## src/rtl/tksd_pkg.sv

```systemverilog
// ----------------------------------------------------------------------------
// Terminal key decoder package
// Shared key codes, byte constants, queue entry type and the plain byte
// classifier used by the front end.
// ----------------------------------------------------------------------------
package tksd_pkg;

    // Key kinds reported on the result channel.
    localparam logic [3:0] KEY_NONE   = 4'd0;
    localparam logic [3:0] KEY_CHAR   = 4'd1;
    localparam logic [3:0] KEY_ENTER  = 4'd2;
    localparam logic [3:0] KEY_BACKSP = 4'd3;
    localparam logic [3:0] KEY_TAB    = 4'd4;
    localparam logic [3:0] KEY_ESC    = 4'd5;
    localparam logic [3:0] KEY_UP     = 4'd6;
    localparam logic [3:0] KEY_DOWN   = 4'd7;
    localparam logic [3:0] KEY_RIGHT  = 4'd8;
    localparam logic [3:0] KEY_LEFT   = 4'd9;
    localparam logic [3:0] KEY_HOME   = 4'd10;
    localparam logic [3:0] KEY_END    = 4'd11;

    // Byte values that the decoder recognizes.
    localparam logic [7:0] BYTE_LF     = 8'h0A;
    localparam logic [7:0] BYTE_CR     = 8'h0D;
    localparam logic [7:0] BYTE_BS     = 8'h08;
    localparam logic [7:0] BYTE_TAB    = 8'h09;
    localparam logic [7:0] BYTE_ESC    = 8'h1B;
    localparam logic [7:0] BYTE_DEL    = 8'h7F;
    localparam logic [7:0] BYTE_SPACE  = 8'h20;
    localparam logic [7:0] BYTE_TILDE  = 8'h7E;
    localparam logic [7:0] BYTE_LBRACK = 8'h5B;
    localparam logic [7:0] BYTE_CAP_O  = 8'h4F;
    localparam logic [7:0] BYTE_ZERO   = 8'h30;
    localparam logic [7:0] BYTE_NINE   = 8'h39;
    localparam logic [7:0] BYTE_A      = 8'h41;
    localparam logic [7:0] BYTE_B      = 8'h42;
    localparam logic [7:0] BYTE_C      = 8'h43;
    localparam logic [7:0] BYTE_D      = 8'h44;
    localparam logic [7:0] BYTE_F      = 8'h46;
    localparam logic [7:0] BYTE_H      = 8'h48;

    // One decoded byte group: an optional leading ESC and one key.
    typedef struct packed {
        logic       esc_first;
        logic [3:0] kind;
        logic [7:0] ch;
    } key_entry_t;

    // Result of classifying a byte from the idle phase.
    typedef struct packed {
        logic       emit;
        logic       to_esc;
        logic [3:0] kind;
        logic [7:0] ch;
    } idle_dec_t;

    // Classify a byte seen with no sequence pending.
    function automatic idle_dec_t idle_decode(input logic [7:0] b, input logic last);
        idle_dec_t d;
        d.emit   = 1'b1;
        d.to_esc = 1'b0;
        d.kind   = KEY_NONE;
        d.ch     = 8'd0;
        if (b == BYTE_CR || b == BYTE_LF) begin
            d.kind = KEY_ENTER;
        end else if (b == BYTE_DEL || b == BYTE_BS) begin
            d.kind = KEY_BACKSP;
        end else if (b == BYTE_TAB) begin
            d.kind = KEY_TAB;
        end else if (b == BYTE_ESC) begin
            d.kind = KEY_ESC;
            if (!last) begin
                d.emit   = 1'b0;
                d.to_esc = 1'b1;
            end
        end else if (b < BYTE_SPACE) begin
            d.kind = KEY_NONE;
        end else begin
            d.kind = KEY_CHAR;
            d.ch   = b;
        end
        return d;
    endfunction

endpackage

```

## src/rtl/tksd_front.sv

```systemverilog
// ----------------------------------------------------------------------------
// Terminal key decoder front end
// Accepts input bytes, tracks the escape sequence parser and pushes one
// queue entry for every byte that yields at least one key.
// ----------------------------------------------------------------------------
module tksd_front (
    input  logic                aclk,
    input  logic                aresetn,
    input  logic                s_tvalid,
    output logic                s_tready,
    input  logic [7:0]          s_tdata,    // [7:0] byte_value
    input  logic                s_tlast,    // burst_end
    input  logic                q_full,
    output logic                q_push,
    output tksd_pkg::key_entry_t q_entry
);

    // Parser phase codes.
    localparam logic [1:0] PH_IDLE    = 2'd0;
    localparam logic [1:0] PH_ESC     = 2'd1;
    localparam logic [1:0] PH_BRACKET = 2'd2;
    localparam logic [1:0] PH_NUMBER  = 2'd3;

    logic [1:0] phase_reg, phase_next;
    logic [7:0] num_reg, num_next;
    logic       accept;
    logic       push;
    logic       digit;
    logic [7:0] digit_val;
    tksd_pkg::key_entry_t entry;
    tksd_pkg::idle_dec_t  dec;

    assign s_tready  = !q_full;
    assign accept    = s_tvalid && s_tready;
    assign digit     = (s_tdata >= tksd_pkg::BYTE_ZERO) && (s_tdata <= tksd_pkg::BYTE_NINE);
    assign digit_val = s_tdata - tksd_pkg::BYTE_ZERO;
    assign dec       = tksd_pkg::idle_decode(s_tdata, s_tlast);

    // Parser next state and the entry produced by the current byte.
    always_comb begin
        phase_next      = phase_reg;
        num_next        = num_reg;
        push            = 1'b0;
        entry.esc_first = 1'b0;
        entry.kind      = tksd_pkg::KEY_ESC;
        entry.ch        = 8'd0;
        unique case (phase_reg)
            PH_IDLE: begin
                push       = dec.emit;
                entry.kind = dec.kind;
                entry.ch   = dec.ch;
                phase_next = dec.to_esc ? PH_ESC : PH_IDLE;
            end
            PH_ESC: begin
                if (s_tdata == tksd_pkg::BYTE_LBRACK || s_tdata == tksd_pkg::BYTE_CAP_O) begin
                    if (s_tlast) begin
                        push       = 1'b1;
                        phase_next = PH_IDLE;
                    end else begin
                        phase_next = PH_BRACKET;
                    end
                end else begin
                    // Breaking byte: report ESC, then decode the byte again.
                    push            = 1'b1;
                    entry.esc_first = dec.emit;
                    entry.kind      = dec.emit ? dec.kind : tksd_pkg::KEY_ESC;
                    entry.ch        = dec.ch;
                    phase_next      = dec.to_esc ? PH_ESC : PH_IDLE;
                end
            end
            PH_BRACKET: begin
                phase_next = PH_IDLE;
                push       = 1'b1;
                case (s_tdata)
                    tksd_pkg::BYTE_A: entry.kind = tksd_pkg::KEY_UP;
                    tksd_pkg::BYTE_B: entry.kind = tksd_pkg::KEY_DOWN;
                    tksd_pkg::BYTE_C: entry.kind = tksd_pkg::KEY_RIGHT;
                    tksd_pkg::BYTE_D: entry.kind = tksd_pkg::KEY_LEFT;
                    tksd_pkg::BYTE_H: entry.kind = tksd_pkg::KEY_HOME;
                    tksd_pkg::BYTE_F: entry.kind = tksd_pkg::KEY_END;
                    default: begin
                        if (digit && !s_tlast) begin
                            push       = 1'b0;
                            num_next   = digit_val;
                            phase_next = PH_NUMBER;
                        end
                    end
                endcase
            end
            PH_NUMBER: begin
                if (digit) begin
                    // Number times ten plus digit, kept modulo 256.
                    num_next = {num_reg[4:0], 3'b000} + {num_reg[6:0], 1'b0} + digit_val;
                    if (s_tlast) begin
                        push       = 1'b1;
                        phase_next = PH_IDLE;
                    end
                end else if (s_tdata == tksd_pkg::BYTE_TILDE) begin
                    push       = 1'b1;
                    phase_next = PH_IDLE;
                    if (num_reg == 8'd1 || num_reg == 8'd7) begin
                        entry.kind = tksd_pkg::KEY_HOME;
                    end else if (num_reg == 8'd4 || num_reg == 8'd8) begin
                        entry.kind = tksd_pkg::KEY_END;
                    end
                end else begin
                    push            = 1'b1;
                    entry.esc_first = dec.emit;
                    entry.kind      = dec.emit ? dec.kind : tksd_pkg::KEY_ESC;
                    entry.ch        = dec.ch;
                    phase_next      = dec.to_esc ? PH_ESC : PH_IDLE;
                end
            end
            default: begin
                phase_next = PH_IDLE;
            end
        endcase
    end

    // Parser state advances only on an accepted transaction.
    always_ff @(posedge aclk) begin
        if (!aresetn) begin
            phase_reg <= PH_IDLE;
            num_reg   <= 8'd0;
        end else if (accept) begin
            phase_reg <= phase_next;
            num_reg   <= num_next;
        end
    end

    assign q_push  = accept && push;
    assign q_entry = entry;

endmodule

```

## src/rtl/tksd_queue.sv

```systemverilog
// ----------------------------------------------------------------------------
// Terminal key decoder entry queue
// Small register queue between the parser and the result sequencer.
// ----------------------------------------------------------------------------
module tksd_queue #(
    parameter int DEPTH = 4
) (
    input  logic                 aclk,
    input  logic                 aresetn,
    input  logic                 push,
    input  tksd_pkg::key_entry_t push_entry,
    input  logic                 pop,
    output tksd_pkg::key_entry_t head_entry,
    output logic                 empty,
    output logic                 full
);

    localparam int PTR_W = (DEPTH > 1) ? $clog2(DEPTH) : 1;
    localparam int CNT_W = $clog2(DEPTH + 1);

    tksd_pkg::key_entry_t mem_reg [DEPTH];
    logic [PTR_W-1:0] wr_ptr_reg, wr_ptr_next;
    logic [PTR_W-1:0] rd_ptr_reg, rd_ptr_next;
    logic [CNT_W-1:0] count_reg, count_next;
    logic             do_push;
    logic             do_pop;

    assign empty      = (count_reg == '0);
    assign full       = (count_reg == CNT_W'(DEPTH));
    assign do_push    = push && !full;
    assign do_pop     = pop && !empty;
    assign head_entry = mem_reg[rd_ptr_reg];

    // Pointer wrap and occupancy update.
    always_comb begin
        wr_ptr_next = wr_ptr_reg;
        rd_ptr_next = rd_ptr_reg;
        count_next  = count_reg;
        if (do_push) begin
            wr_ptr_next = (wr_ptr_reg == PTR_W'(DEPTH - 1)) ? '0 : wr_ptr_reg + 1'b1;
        end
        if (do_pop) begin
            rd_ptr_next = (rd_ptr_reg == PTR_W'(DEPTH - 1)) ? '0 : rd_ptr_reg + 1'b1;
        end
        if (do_push && !do_pop) begin
            count_next = count_reg + 1'b1;
        end else if (do_pop && !do_push) begin
            count_next = count_reg - 1'b1;
        end
    end

    always_ff @(posedge aclk) begin
        if (!aresetn) begin
            wr_ptr_reg <= '0;
            rd_ptr_reg <= '0;
            count_reg  <= '0;
        end else begin
            wr_ptr_reg <= wr_ptr_next;
            rd_ptr_reg <= rd_ptr_next;
            count_reg  <= count_next;
        end
    end

    // Entry storage.
    always_ff @(posedge aclk) begin
        if (do_push) begin
            mem_reg[wr_ptr_reg] <= push_entry;
        end
    end

`ifndef ASSERT_OFF
    a_count_bound: assert property (@(posedge aclk) disable iff (!aresetn)
        count_reg <= CNT_W'(DEPTH))
        else $error("queue occupancy exceeds depth");
    a_no_overflow: assert property (@(posedge aclk) disable iff (!aresetn)
        push |-> !full)
        else $error("push into a full queue");
    a_no_underflow: assert property (@(posedge aclk) disable iff (!aresetn)
        pop |-> !empty)
        else $error("pop from an empty queue");
    a_push_fills: assert property (@(posedge aclk) disable iff (!aresetn)
        (push && !pop) |=> !empty)
        else $error("queue empty after a push");
`endif

endmodule

```

## src/rtl/tksd_back.sv

```systemverilog
// ----------------------------------------------------------------------------
// Terminal key decoder result sequencer
// Takes queue entries and sends their keys out through a registered
// result stage, one key per transaction.
// ----------------------------------------------------------------------------
module tksd_back (
    input  logic                 aclk,
    input  logic                 aresetn,
    input  tksd_pkg::key_entry_t head_entry,
    input  logic                 q_empty,
    output logic                 q_pop,
    output logic                 m_tvalid,
    input  logic                 m_tready,
    output logic [7:0]           m_tdata,   // [7:0] key_char
    output logic [3:0]           m_tuser,   // [3:0] key_kind
    output logic                 m_tlast    // last_result
);

    logic       valid_reg, valid_next;
    logic       prefix_sent_reg, prefix_sent_next;
    logic [3:0] kind_reg, kind_next;
    logic [7:0] char_reg, char_next;
    logic       last_reg, last_next;
    logic       load;

    // The output stage refills whenever it is empty or being taken.
    assign load = !valid_reg || m_tready;

    always_comb begin
        valid_next       = valid_reg;
        prefix_sent_next = prefix_sent_reg;
        kind_next        = kind_reg;
        char_next        = char_reg;
        last_next        = last_reg;
        q_pop            = 1'b0;
        if (load) begin
            valid_next = !q_empty;
            if (!q_empty) begin
                if (head_entry.esc_first && !prefix_sent_reg) begin
                    // Leading ESC of a broken sequence; the entry stays queued.
                    kind_next        = tksd_pkg::KEY_ESC;
                    char_next        = 8'd0;
                    last_next        = 1'b0;
                    prefix_sent_next = 1'b1;
                end else begin
                    kind_next        = head_entry.kind;
                    char_next        = head_entry.ch;
                    last_next        = 1'b1;
                    prefix_sent_next = 1'b0;
                    q_pop            = 1'b1;
                end
            end
        end
    end

    always_ff @(posedge aclk) begin
        if (!aresetn) begin
            valid_reg       <= 1'b0;
            prefix_sent_reg <= 1'b0;
        end else begin
            valid_reg       <= valid_next;
            prefix_sent_reg <= prefix_sent_next;
        end
    end

    always_ff @(posedge aclk) begin
        kind_reg <= kind_next;
        char_reg <= char_next;
        last_reg <= last_next;
    end

    assign m_tvalid = valid_reg;
    assign m_tdata  = char_reg;
    assign m_tuser  = kind_reg;
    assign m_tlast  = last_reg;

`ifndef ASSERT_OFF
    a_prefix_is_esc: assert property (@(posedge aclk) disable iff (!aresetn)
        (valid_reg && !last_reg) |-> (kind_reg == tksd_pkg::KEY_ESC && char_reg == 8'd0))
        else $error("non-final key is not a bare ESC");
    a_prefix_followed: assert property (@(posedge aclk) disable iff (!aresetn)
        (valid_reg && m_tready && !last_reg) |=> (valid_reg && last_reg))
        else $error("leading ESC not followed by the final key");
    a_prefix_flag: assert property (@(posedge aclk) disable iff (!aresetn)
        prefix_sent_reg |-> (valid_reg && !last_reg && !q_empty))
        else $error("prefix flag set without a pending leading ESC");
    a_char_only_for_char: assert property (@(posedge aclk) disable iff (!aresetn)
        (valid_reg && kind_reg != tksd_pkg::KEY_CHAR) |-> (char_reg == 8'd0))
        else $error("character field set on a non-character key");
`endif

endmodule

```

## src/rtl/terminal_key_sequence_decoder_top.sv

```systemverilog
// ----------------------------------------------------------------------------
// Terminal key sequence decoder
// Decodes terminal input bytes, including ESC [ and ESC O sequences, into
// key events.
// ----------------------------------------------------------------------------
// Usage:
//   Input channel s_*: one raw byte per transaction in s_tdata[7:0]; s_tlast
//   is set when no further byte of the burst is already available.
//   Result channel m_*: one key per transaction, kind in m_tuser[3:0] and the
//   printable byte in m_tdata[7:0]; m_tlast marks the final key that an
//   input byte caused. A byte gives zero, one or two keys.
//   A key passes from the parser through the entry queue into the registered
//   output stage before it appears on m_*.
//   Throughput: one byte per cycle on input while the queue is not full and
//   one key per cycle on output while m_tready is high; a byte that breaks a
//   sequence produces two keys, sent as two transactions. The parser and the
//   sequencer are parted by a QUEUE_DEPTH queue; input stalls only when it is full.
//   Reset: the parser returns to idle with a zero number, the queue and the
//   output stage are emptied.
//   Stall: while m_tready is low the current key holds on m_*; input keeps
//   being accepted until the queue fills, then s_tready falls.
// ----------------------------------------------------------------------------
module terminal_key_sequence_decoder_top #(
    parameter int QUEUE_DEPTH = 4
) (
    input  logic        aclk,
    input  logic        aresetn,
    input  logic        s_tvalid,
    output logic        s_tready,
    input  logic [7:0]  s_tdata,    // [7:0] byte_value
    input  logic        s_tlast,    // burst_end
    output logic        m_tvalid,
    input  logic        m_tready,
    output logic [7:0]  m_tdata,    // [7:0] key_char
    output logic [3:0]  m_tuser,    // [3:0] key_kind
    output logic        m_tlast     // last_result
);

    logic                 q_push;
    logic                 q_pop;
    logic                 q_empty;
    logic                 q_full;
    tksd_pkg::key_entry_t push_entry;
    tksd_pkg::key_entry_t head_entry;

    tksd_front u_front (
        .aclk     (aclk),
        .aresetn  (aresetn),
        .s_tvalid (s_tvalid),
        .s_tready (s_tready),
        .s_tdata  (s_tdata),
        .s_tlast  (s_tlast),
        .q_full   (q_full),
        .q_push   (q_push),
        .q_entry  (push_entry)
    );

    tksd_queue #(
        .DEPTH (QUEUE_DEPTH)
    ) u_queue (
        .aclk       (aclk),
        .aresetn    (aresetn),
        .push       (q_push),
        .push_entry (push_entry),
        .pop        (q_pop),
        .head_entry (head_entry),
        .empty      (q_empty),
        .full       (q_full)
    );

    tksd_back u_back (
        .aclk       (aclk),
        .aresetn    (aresetn),
        .head_entry (head_entry),
        .q_empty    (q_empty),
        .q_pop      (q_pop),
        .m_tvalid   (m_tvalid),
        .m_tready   (m_tready),
        .m_tdata    (m_tdata),
        .m_tuser    (m_tuser),
        .m_tlast    (m_tlast)
    );

endmodule
```

## config.mk

```make
export PLATFORM = sky130hd
export DESIGN_NAME = terminal_key_sequence_decoder_top
export DESIGN_NICKNAME = d
export VERILOG_FILES = /design/src/rtl/tksd_pkg.sv /design/src/rtl/tksd_front.sv /design/src/rtl/tksd_queue.sv /design/src/rtl/tksd_back.sv /design/src/rtl/terminal_key_sequence_decoder_top.sv
export SDC_FILE = /design/constraint.sdc
export NUM_CORES = 1
export LEC_CHECK = 0
export BUFFER_PORTS_ARGS = -buffer_cell sky130_fd_sc_hd__buf_4
export CAP_MARGIN = 20
export CORE_MARGIN = 4
export CORE_UTILIZATION = 55
export CTS_CLUSTER_DIAMETER = 50
export DETAILED_ROUTE_END_ITERATION = 16
export MAX_ROUTING_LAYER = met4
export PLACE_DENSITY = 0.76
export SYNTH_ARGS = -nofsm -noshare
export SYNTH_HDL_FRONTEND = slang
export SYNTH_SLANG_ARGS = --single-unit
```

## constraint.sdc

```tcl
create_clock -name aclk -period 2.8 [get_ports aclk]
set_clock_uncertainty 0.1 [all_clocks]
set_input_delay 0.14 -clock aclk [delete_from_list [all_inputs] [get_ports aclk]]
set_output_delay 0.14 -clock aclk [all_outputs]
set_load 0.05 [all_outputs]
```

==> impl_results.md, run 1 <==
- Yosys top cell area share: approximately 44%
- Core Area: between 7000 and 8000 sq um
- Clk buf depth: 2
- Worst Setup EP: u_queue.count_reg[2]
- Area leader, netlist: edfxtp_1
- Io pins: 28
- Share of post-route cells with drive strength above 1: about a quarter
- PD cells: slightly above 800 nW/um^2
- Total power: about 4.1 mW
- Final period util: a little over nine tenths
- GPL Wtd Cong: ~0.92
- Largest register FFs: 52
- Antenna violations before repair: 0
- Vias after detailed routing: ~2800
- Die Ht: 97.5 um
- Max Transition Viols Final: 0
- WS Path Type: reg2reg
- Ys flop type: edfxtp_1
- Maxcap violations: 0
- Switching Share: approximately a third
- Asr flop ratio synth: 0%
- Adder-Cell Fraction of Synth Area: slightly above 7%
- Int Power: 2.71 mW
- Post-synth EDFFs: 65
- Max stage delay on crit path: 0.37 ns
- DRC violations left: 0
- Logic pwr share: between 30% and 40%
- Drt via density: approximately 5.7
- Drt first pass iters: 4
- Crit path max-delay family: simple AND/OR/NAND/NOR gates
- Synth area leaders: edfxtp_1 44%, dfxtp_1 9.6%, mux4_2 6.7%, ha_1 4.5%, fa_1 2.7%
- WP data required: 2.97 ns
- Chip Width: approximately 100 um
- Hold Path Class: in2reg
- All-Layer GR Usage: around a fifth
- CTS sink count: 86
- Slowest CP cell: fa_1
- Simple-gate share of the synthesized area: roughly 14%
- Synth warn: 0
- Crit path DAT: 2.86 ns
- Setup crit start: u_queue.count_reg[2]
- Worst path depth: 10
- Initial DRC Count: around 180
- CTS tree: built
- Sequential power share: roughly 43%
- Final Util: around 65%
- Clock root cell: clkbuf_8
- Area delta synth->final: 14.6%
- Top-count cell post-synth: edfxtp_1
- Sw Pwr: 1.43 mW
- Reg2Reg Depth: 10
- # diodes: 0
- Slew @ Worst Pin: between 0.5 and 0.6 ns
- R2r setup slk: about 0.11 ns
- DP Wirelength: about 6 mm
- Post-synthesis cell type count: 60
- Worst r2r dst: u_queue.count_reg[2]
- Most frequent cells after synthesis: 65 x edfxtp_1, 26 x nor2_1, 22 x inv_1, 21 x dfxtp_1, 21 x nand2_1
- Initial Util: 56.7%
- Sequential-to-total area share from yosys stat: 53.9%
- CP startpoint kind: register
- Number of port buffers: 27
- Mapped Area: between 4000 and 5000 sq um
- GRT overflow: 0
- First-pass GRT wire length: 13.9 mm
- Clock transition at path regs: ~0.09 ns
- Synth Area per Inst: between 10 and 15 sq um
- Clock power share: a little over a fifth
- Post-synthesis mux area share: 9.24%
- Synth Instances: roughly 350
- Setup TNS: 0 ns
- Syn nets: around 380
- Die area: 9500 sq um
- Skew-Pair Late Insertion Delay: ~0.34 ns
- Crit-path cells: or3b_2 > and2_1 > o31a_1 > a21boi_2 > ha_1 > inv_1 > fa_1 > xor2_1 > or3_1 > a21oi_1
- Vias in the first global route: about 2900
- Endpoints failing setup: 0
- Maximum clock rate: about 370 MHz
- Compound-cell area share of the yosys netlist: 10.0%
- Fin. Hold Viols: 0
- Leakage: ~1.9 nW
- RSZ-0062 raised after global routing: false
- Pin count of the biggest net entering global routing: 18
- Antenna Nets Post-Route: 0
- CP endpoint kind: register
- Routed wire per std cell: 16.6 um
- CP Buf/Inv Count: 1
- Worst r2r src: u_queue.count_reg[2]
- FF+latch count, synth: 86
- H-tree levels: 3
- Worst slew margin: 61.8%
- Fin nets: roughly 430
- Synth Area in XOR/XNOR: under 10%
- CTS Buf Count: 9
- Minimum clock period: ~2.7 ns
- Post-Route WL: about 8.3 mm
- Row count: 32
- Outcome: complete, no violations
- Largest family of logic cells by synthesized area: simple AND/OR/NAND/NOR gates
- Worst vdd ir: ~0.00033 V
- Max FO, Critical Path: 4
worst min-delay path, cell delays in order:
cell    delay (ns)
buf_4         0.12
o31a_1        0.14
nor3_1        0.04
worst min-delay path by stage:
stage / startpoint / end / slack (ns) / cells past startpoint
floorplan: m_tready / u_back.m_tvalid / 0.23 / 3
global placement: m_tready / u_back.m_tvalid / 0.32 / 4
detailed placement: m_tready / u_back.m_tvalid / 0.33 / 4
CTS: s_tlast / u_front.phase_reg[1] / 0.008 / 3
global route: s_tlast / u_front.phase_reg[1] / 0.02 / 3
finish: s_tlast / u_front.phase_reg[1] / 0.04 / 3
kinds of logic (layout without fill, tap and decap cells):
kind of cell / after synthesis / in the layout
adders and majority gates: 22 / 22
DFF: 86 / 86
AOI/OAI and AO/OA: 59 / 59
and+or+nand+nor: 108 / 108
muxes: 24 / 24
buffers and inverters: 39 / 88
xor gates and xnor gates: 9 / 9
what timing repair did:
action / 4_1_cts / 5_1_grt
endpoints found under the hold margin: 6 / 0
resized for setup: 0 / 5
buffers inserted: 0 / 0
hold buffers: 2 / 0
endpoints found under the setup margin: 0 / 2
routing by layer:
layer  GRT usage (%)  share of wire [%]
met5               -                  0
met4            7.35                2.4
met3            3.23                4.4
met2            31.4                 51
met1            23.2                 42
power groups by stage:
stage	logic, mW	registers, mW	clock network (mW)
floorplan	0.726	2.16	0
global placement	1.47	1.79	0
detailed placement	1.50	1.81	0
CTS	1.50	1.78	0.903
global route	1.60	1.81	0.952
finish	1.49	1.78	0.874
per-stage QoR:
step                instance area [sq um]  hold WS (ns)  std cells  worst slack, ns
finish                               5040        0.0359        498            0.113
global route                         5040        0.0203        498          0.00468
CTS                                  5030       0.00779        498           0.0779
detailed placement                   4810         0.329        480           0.0187
global placement                     4810         0.319        480           0.0465
floorplan                            4410         0.232        347           0.0511
cells in the final DEF, fill, tap and decap left out, drive strengths merged, types with 13 or more instances in the layout:
cell type	synthesis	routed
buf	8	47
a21oi	15	15
nand2	21	21
nor2	26	26
and2	13	13
dfxtp	21	21
ha	16	16
inv	23	26
mux4	13	13
edfxtp	65	65
area by class of cell:
| type | instances | area, sq um |
|---|---|---|
| flip-flops and latches | 86 | 2380 |
| inverters | 23 | 86.3 |
| multi-input cells | 222 | 1880 |
| clock buffers | 9 | 124 |
| repair buffers | 49 | 373 |
| fillers | 612 | 2720 |
| well taps | 102 | 128 |
| clock inverters | 7 | 78.8 |
(Power assumes the default switching activity.)
==> run 2: changes to the inputs <==
--- a/config.mk
+++ b/config.mk
@@ -5,6 +5,7 @@
 export SDC_FILE = /design/constraint.sdc
 export NUM_CORES = 1
 export LEC_CHECK = 0
+export ABC_AREA = 1
 export BUFFER_PORTS_ARGS = -buffer_cell sky130_fd_sc_hd__buf_4
 export CAP_MARGIN = 20
 export CORE_MARGIN = 4
==> impl_results.md, run 2 <==
- Max FO, Critical Path: 4 (unchanged)
- CP startpoint kind: register (unchanged)
- H-tree levels: 3 (unchanged)
- Final period util: 87.1% (was 96.0%)
- Commonest non-fill, non-tap cell in the layout: nor2_1 (was edfxtp_1)
- DRC violations left: 0 (unchanged)
- Post-synthesis cell type count: 45 (was 60)
- Area of the multi-input gates: 1860 sq um (was 1880 sq um)
- Worst slew margin: 62.0% (was 61.8%)
- Dpl cell area: 4920 sq um (was 4810 sq um)
- Core Area: 8180 sq um (was 7770 sq um)
- Ys flop type: edfxtp_1 (unchanged)
- Synth warn: 0 (unchanged)
- Maximum clock rate: 410 MHz (was 372 MHz)
- Synth area leaders: edfxtp_1 43%, dfxtp_1 9.2%, nor2_1 6.5%, nand2_1 6.5%, inv_1 5.5% (was edfxtp_1 44%, dfxtp_1 9.6%, mux4_2 6.7%, ha_1 4.5%, fa_1 2.7%)
- WS Path Type: reg2reg (unchanged)
- Maxcap violations: 0 (unchanged)
- Leakage: 2.27 nW (was 1.91 nW)
- Die area: 9860 sq um (was 9500 sq um)
- Setup WS pre-CTS: 0.234 ns (was 0.0187 ns)
- Setup TNS: 0 ns (unchanged)
- First-pass GRT wire length: 15.4 mm (was 13.9 mm)
- Antenna Nets Post-Route: 0 (unchanged)
- Skew-Pair Late Insertion Delay: 0.35 ns (was 0.34 ns)
- GRT overflow: 0 (unchanged)
- Yosys top cell area share: 42.6% (was 44.3%)
- Outcome: complete, no violations (unchanged)
- Mapped Area: 4590 sq um (was 4400 sq um)
- Hold Path Class: in2reg (unchanged)
- Share of post-route cells with drive strength above 1: 16.8% (was 25.0%)
- Top-count cell post-synth: nor2_1 (was edfxtp_1)
- Routed wire per std cell: 14.3 um (was 16.6 um)
- Largest register FFs: 52 (unchanged)
- Worst vdd ir: 0.000522 V (was 0.000330 V)
- FF+latch count, synth: 86 (unchanged)
- Pin count of the biggest net entering global routing: 25 (was 18)
- # fillers: 682 (was 612)
- Antenna violations before repair: 0 (unchanged)
- Vias after detailed routing: 3398 (was 2829)
- Row count: 33 (was 32)
- Register area: 2370 sq um (was 2380 sq um)
- Vias in the first global route: 3330 (was 2864)
- PD cells: 879 nW/um^2 (was 820 nW/um^2)
- Post-synthesis mux area share: 0.436% (was 9.24%)
- Minimum clock period: 2.44 ns (was 2.69 ns)
- Endpoints failing setup: 0 (unchanged)
- GPL Wtd Cong: 0.933 (was 0.923)
- Hold_ws: 0.0413 ns (was 0.0359 ns)
- Adder-Cell Fraction of Synth Area: 6.98% (was 7.28%)
- Slew @ Worst Pin: 0.569 ns (was 0.572 ns)
- Area leader, netlist: edfxtp_1 (unchanged)
- Clock root cell: clkbuf_8 (unchanged)
- Design area: 5190 sq um (was 5040 sq um)
- CTS tree: built (unchanged)
- CP endpoint kind: register (unchanged)
- Final WS setup: 0.362 ns (was 0.113 ns)
- Fin. Hold Viols: 0 (unchanged)
- Number of port buffers: 27 (unchanged)
- Initial DRC Count: 116 (was 182)
- Asr flop ratio synth: 0% (unchanged)
- Simple-gate share of the synthesized area: 21.4% (was 14.1%)
- Io pins: 28 (unchanged)
- Final cell count without fillers: 642 (was 498)
- Fin nets: 567 (was 426)
- Synth Instances: 496 (was 347)
- Synth Area in XOR/XNOR: 0.955% (was 1.79%)
- Largest family of logic cells by synthesized area: simple AND/OR/NAND/NOR gates (unchanged)
- Syn nets: 531 (was 382)
- Clk buf depth: 2 (unchanged)
- Drt first pass iters: 4 (unchanged)
- Hold depth: 4 (was 3)
- Reg2Reg Depth: 11 (was 10)
- Drt via density: 5.29 (was 5.68)
- Synth Area per Inst: 9.25 sq um (was 12.7 sq um)
- CTS Buf Count: 9 (unchanged)
- DP Wirelength: 6.62 mm (was 5.97 mm)
- All-Layer GR Usage: 20.2% (was 18.9%)
- Die Ht: 99.3 um (was 97.5 um)
- Placed Instances: 624 (was 480)
- # diodes: 0 (unchanged)
- Post-cts resize count: 0 (unchanged)
- WP data required: 2.95 ns (was 2.97 ns)
- Compound-cell area share of the yosys netlist: 10.8% (was 10.0%)
- Post-synth EDFFs: 65 (unchanged)
- Crit path DAT: 2.59 ns (was 2.86 ns)
- Clock transition at path regs: 0.09 ns (about the same)
- Post-Route WL: 9.21 mm (was 8.25 mm)
- Initial Util: 56.1% (was 56.7%)
- RSZ-0062 raised after global routing: false (unchanged)
- Most frequent cells after synthesis: 80 x nor2_1, 79 x nand2_1, 67 x inv_1, 65 x edfxtp_1, 36 x o21ai_0 (was 65 x edfxtp_1, 26 x nor2_1, 22 x inv_1, 21 x dfxtp_1, 21 x nand2_1)
- Max Transition Viols Final: 0 (unchanged)
- CTS sink count: 86 (unchanged)
- Most frequent cells in the layout: 80 x nor2_1, 79 x nand2_1, 67 x inv_1 (was 65 x edfxtp_1, 47 x buf_4, 26 x nor2_1)
- Sequential-to-total area share from yosys stat: 51.7% (was 53.9%)
- Chip Width: 99.3 um (was 97.5 um)
- Area delta synth->final: 13.1% (was 14.6%)
## run 2: cell types whose count changed in the layout (fill, tap and decap cells not counted), sizes merged, moves of 12 or more
cell	delta
o21ai	+32
nor2	+59
inv	+51
mux4	-13
nand2	+71
nand3	+16
nor2b	-12
## run 2: power breakdown
part / switching [mW] / internal, mW
registers: 0.0946 / 1.71
logic: 1.15 / 0.508
clock network: 0.479 / 0.607
## run 2: through the flow
stage	utilization (%)	total power, mW
after CTS	63.5	4.58
after global placement	60.1	3.46
after detailed placement	60.1	3.50
after floorplan	-	3.03
after global routing	63.5	4.83
final	63.5	4.56
## run 2: worst max-delay path, cell delays in order, from the launching register on
cell	delay (ns)
dfxtp_1	0.39
inv_1	0.12
fa_1	0.55
inv_1	0.04
ha_1	0.34
a21oi_1	0.14
nand2_1	0.07
or2_2	0.28
nand3_1	0.07
o21ai_0	0.08
nand2_1	0.08
a21oi_1	0.07
## run 2: kinds of logic after synthesis
group	after synthesis
AND/OR/NAND/NOR	213
buffers and inverters	87
flip-flops	86
AO/OA/AOI/OAI	81
adder cells (fa/ha/maj)	22
XOR/XNOR	5
multiplexers	2
## run 2: routing by layer
| layer | global-route usage [%] | part of all wire (%) | vias up | routed length [um] |
|---|---|---|---|---|
| met3 | 3.86 | 4.2 | 12 | 391 |
| met5 | - | 0 | - | 0 |
| met2 | 33.8 | 49 | 75 | 4510 |
| li1 | - | - | 1719 | - |
| met4 | 6.41 | 1.6 | 0 | 144 |
| met1 | 24.7 | 45 | 1592 | 4170 |
## run 2: final cells by class
cell class / count / area share (%)
timing repair buffer: 38 / 5.60
clock buffer: 9 / 2.39
inverter: 74 / 5.35
clock inverter: 7 / 2.46
multi-input combinational: 323 / 35.9
sequential: 86 / 45.7
tap: 105 / 2.53
## run 2: worst paths after layout
| path | start | to | slack (ns) |
|---|---|---|---|
| worst max-delay path | u_front.num_reg[2] | u_front.num_reg[6] | 0.36 |
| worst min-delay path | m_tready | u_back.m_tvalid | 0.04 |
| worst max register to register | u_front.num_reg[2] | u_front.num_reg[6] | 0.36 |
| worst min register to register | u_front.num_reg[5] | u_front.num_reg[5] | 0.38 |
## run 2: timing repair
action | CTS | global route
hold buffers | 2 | 0
endpoints found under the setup margin | 0 | 0
hold endpoints to repair | 3 | 0
buffers inserted | 0 | 0
==> run 3: changes to the inputs <==
--- a/config.mk
+++ b/config.mk
@@ -14,6 +14,8 @@
 export DETAILED_ROUTE_END_ITERATION = 16
 export MAX_ROUTING_LAYER = met4
 export PLACE_DENSITY = 0.76
+export REMOVE_ABC_BUFFERS = 1
 export SYNTH_ARGS = -nofsm -noshare
 export SYNTH_HDL_FRONTEND = slang
+export SYNTH_HIERARCHICAL = 1
 export SYNTH_SLANG_ARGS = --single-unit
==> impl_results.md, run 3 <==
- FF+latch count, synth: 86 (unchanged)
- Most frequent cells in the layout: 108 x nand2_1, 73 x nor2_1, 72 x inv_1 (was 80 x nor2_1, 79 x nand2_1, 67 x inv_1)
- GRT overflow: 0 (unchanged)
- Yosys top cell area share: 40.5% (was 42.6%)
- Routed wire per std cell: 14.4 um (was 14.3 um)
- Ys flop type: edfxtp_1 (unchanged)
- Final period util: 91.5% (was 87.1%)
- Hold buffers post-CTS: 0 (was 2)
- DP Wirelength: 7.34 mm (was 6.62 mm)
- Minimum clock period: 2.56 ns (was 2.44 ns)
- CTS sink count: 86 (unchanged)
- Most frequent cells after synthesis: 108 x nand2_1, 73 x nor2_1, 72 x inv_1, 65 x edfxtp_1, 32 x o21ai_0 (was 80 x nor2_1, 79 x nand2_1, 67 x inv_1, 65 x edfxtp_1, 36 x o21ai_0)
- Pin count of the biggest net entering global routing: 25 (unchanged)
- Skew-Pair Late Insertion Delay: 0.34 ns (was 0.35 ns)
- Initial DRC Count: 167 (was 116)
- CTS tree: built (unchanged)
- # diodes: 0 (unchanged)
- Largest register FFs: 52 (unchanged)
- Postcts setup bufs: 0 (unchanged)
- Max FO, Critical Path: 6 (was 4)
- Vias in the first global route: 3552 (was 3330)
- Top-count cell post-synth: nand2_1 (was nor2_1)
- Share of post-route cells with drive strength above 1: 18.2% (was 16.8%)
- PD cells: 837 nW/um^2 (was 879 nW/um^2)
- H-tree levels: 3 (unchanged)
- Worst r2r dst: u_queue/count_reg[2] (was u_front.num_reg[6])
- First-pass GRT wire length: 16.3 mm (was 15.4 mm)
- Area leader, netlist: edfxtp_1 (unchanged)
- Maximum clock rate: 390 MHz (was 410 MHz)
- GPL Wtd Cong: 0.952 (was 0.933)
- Reg2Reg Depth: 15 (was 11)
- Sequential-to-total area share from yosys stat: 49.2% (was 51.7%)
- CTS Buf Count: 9 (unchanged)
- Drt first pass iters: 5 (was 4)
- Io pins: 28 (unchanged)
- Clk buf depth: 2 (unchanged)
- Area delta synth->final: 10.4% (was 13.1%)
- Hold_sp: m_tready (unchanged)
- Core Area: 8380 sq um (was 8180 sq um)
- Maxcap violations: 0 (unchanged)
- Drt via density: 5.30 (was 5.29)
- Fin nets: 618 (was 567)
- Antenna violations before repair: 0 (unchanged)
- R2r setup slk: 0.24 ns (was 0.36 ns)
- Worst slew margin: 66.2% (was 62.0%)
- WP data required: 2.95 ns (about the same)
- Post-Route WL: 9.94 mm (was 9.21 mm)
- CP startpoint kind: register (unchanged)
- Final WS setup: 0.239 ns (was 0.362 ns)
- Clock root cell: clkbuf_8 (unchanged)
- Number of port buffers: 27 (unchanged)
- DRC violations left: 0 (unchanged)
- Max Transition Viols Final: 0 (unchanged)
- Post-synth EDFFs: 65 (unchanged)
- Worst r2r src: u_front/phase_reg[1] (was u_front.num_reg[2])
- Outcome: complete, no violations (unchanged)
- All-Layer GR Usage: 21.1% (was 20.2%)
- Setup WS pre-CTS: 0.104 ns (was 0.234 ns)
- Synth warn: 6 (was 0)
- Dpl cell area: 5100 sq um (was 4920 sq um)
- Crit path DAT: 2.71 ns (was 2.59 ns)
- Endpoints failing setup: 0 (unchanged)
- Leakage: 2.36 nW (was 2.27 nW)
- Hold depth: 4 (unchanged)
- Chip Width: 102 um (was 99.3 um)
- Mapped Area: 4820 sq um (was 4590 sq um)
- Slew @ Worst Pin: 0.503 ns (was 0.569 ns)
- Worst vdd ir: 0.000350 V (was 0.000522 V)
- Asr flop ratio synth: 0% (unchanged)
- Synth Instances: 546 (was 496)
- Setup TNS: 0 ns (unchanged)
- WS Path Type: reg2reg (unchanged)
- Fin. Hold Viols: 0 (unchanged)
- Commonest non-fill, non-tap cell in the layout: nand2_1 (was nor2_1)
- Hold endpoint: u_back/m_tvalid (was u_back.m_tvalid)
- Post-synthesis cell type count: 41 (was 45)
- Design area: 5320 sq um (was 5190 sq um)
- Row count: 33 (unchanged)
- Synth area leaders: edfxtp_1 40%, dfxtp_1 8.7%, nand2_1 8.4%, nor2_1 5.7%, inv_1 5.6% (was edfxtp_1 43%, dfxtp_1 9.2%, nor2_1 6.5%, nand2_1 6.5%, inv_1 5.5%)
- Post-cts resize count: 0 (unchanged)
- Initial Util: 57.5% (was 56.1%)
- CP endpoint kind: register (unchanged)
- Die area: 10300 sq um (was 9860 sq um)
- Die Ht: 102 um (was 99.3 um)
- Vias after detailed routing: 3669 (was 3398)
- # fillers: 714 (was 682)
- Synth Area per Inst: 8.83 sq um (was 9.25 sq um)
- Hold Path Class: in2reg (unchanged)
- Clock transition at path regs: 0.09 ns (about the same)
- RSZ-0062 raised after global routing: false (unchanged)
- Antenna Nets Post-Route: 0 (unchanged)
[run 3: layout make-up]
| type | count | area [sq um] | area share, % |
|---|---|---|---|
| Clock buffer | 9 | 124 | 2.33 |
| Clock inverter | 7 | 97.6 | 1.83 |
| Inverter | 81 | 312 | 5.85 |
| Multi-Input combinational cell | 367 | 2010 | 37.7 |
| Sequential cell | 86 | 2370 | 44.6 |
| Tap cell | 105 | 131 | 2.47 |
| Timing Repair Buffer | 37 | 278 | 5.22 |
[run 3: power by group]
group / switching, mW / internal, mW
sequential: 0.0980 / 1.71
clock: 0.435 / 0.505
combinational: 1.19 / 0.521
[run 3: worst max path at each step]
stage	slack, ns	cells past startpoint	startpoint	endpoint
after global routing	0.005	15	u_front/phase_reg[1]	u_queue/count_reg[2]
final	0.24	15	u_front/phase_reg[1]	u_queue/count_reg[2]
after global placement	0.19	21	s_tdata[4]	u_queue/count_reg[2]
after detailed placement	0.10	21	s_tdata[4]	u_queue/count_reg[2]
after floorplan	0.18	15	register	u_queue/count_reg[2]
after CTS	0.24	15	u_front/phase_reg[1]	u_queue/count_reg[2]
[run 3: worst max-delay path, stage by stage (launching register included)]
cell and delay, ns:
dfxtp_1 0.48, nor2_1 0.16, nand4_1 0.14, o211ai_1 0.11
nor2_1 0.27, nand2_1 0.12, inv_1 0.07, ha_1 0.16
inv_1 0.07, fa_1 0.43, inv_1 0.07, nand2_1 0.07
nand3_1 0.09, nand2_1 0.05, inv_1 0.04, nor2_1 0.03
[run 3: per-layer routing]
| metal | vias to the layer above | track usage (%) | wire length (um) |
|---|---|---|---|
| li1 | 1856 | - | - |
| met1 | 1681 | 23.3 | 4010 |
| met2 | 116 | 37.1 | 5180 |
| met3 | 16 | 4.20 | 567 |
| met4 | 0 | 8.18 | 178 |
| met5 | - | - | 0 |
[run 3: cells by family after synthesis]
logic type      after synthesis  share of synthesized area, %
fa+ha+maj                    23                          6.90
buf+inv                      93                          9.16
flops                        86                          49.2
xor+xnor                      3                         0.545
simple gates                267                          25.5
compound gates               74                          8.67
[run 3: per-stage QoR]
stage	hold slack (ns)	cells	total power [mW]	util (%)
floorplan	0.160	534	3.06	-
global placement	0.363	676	3.50	60.9
detailed placement	0.385	676	3.55	60.9
CTS	0.00990	692	4.50	63.5
global route	0.0195	692	4.74	63.5
finish	0.0178	692	4.46	63.5
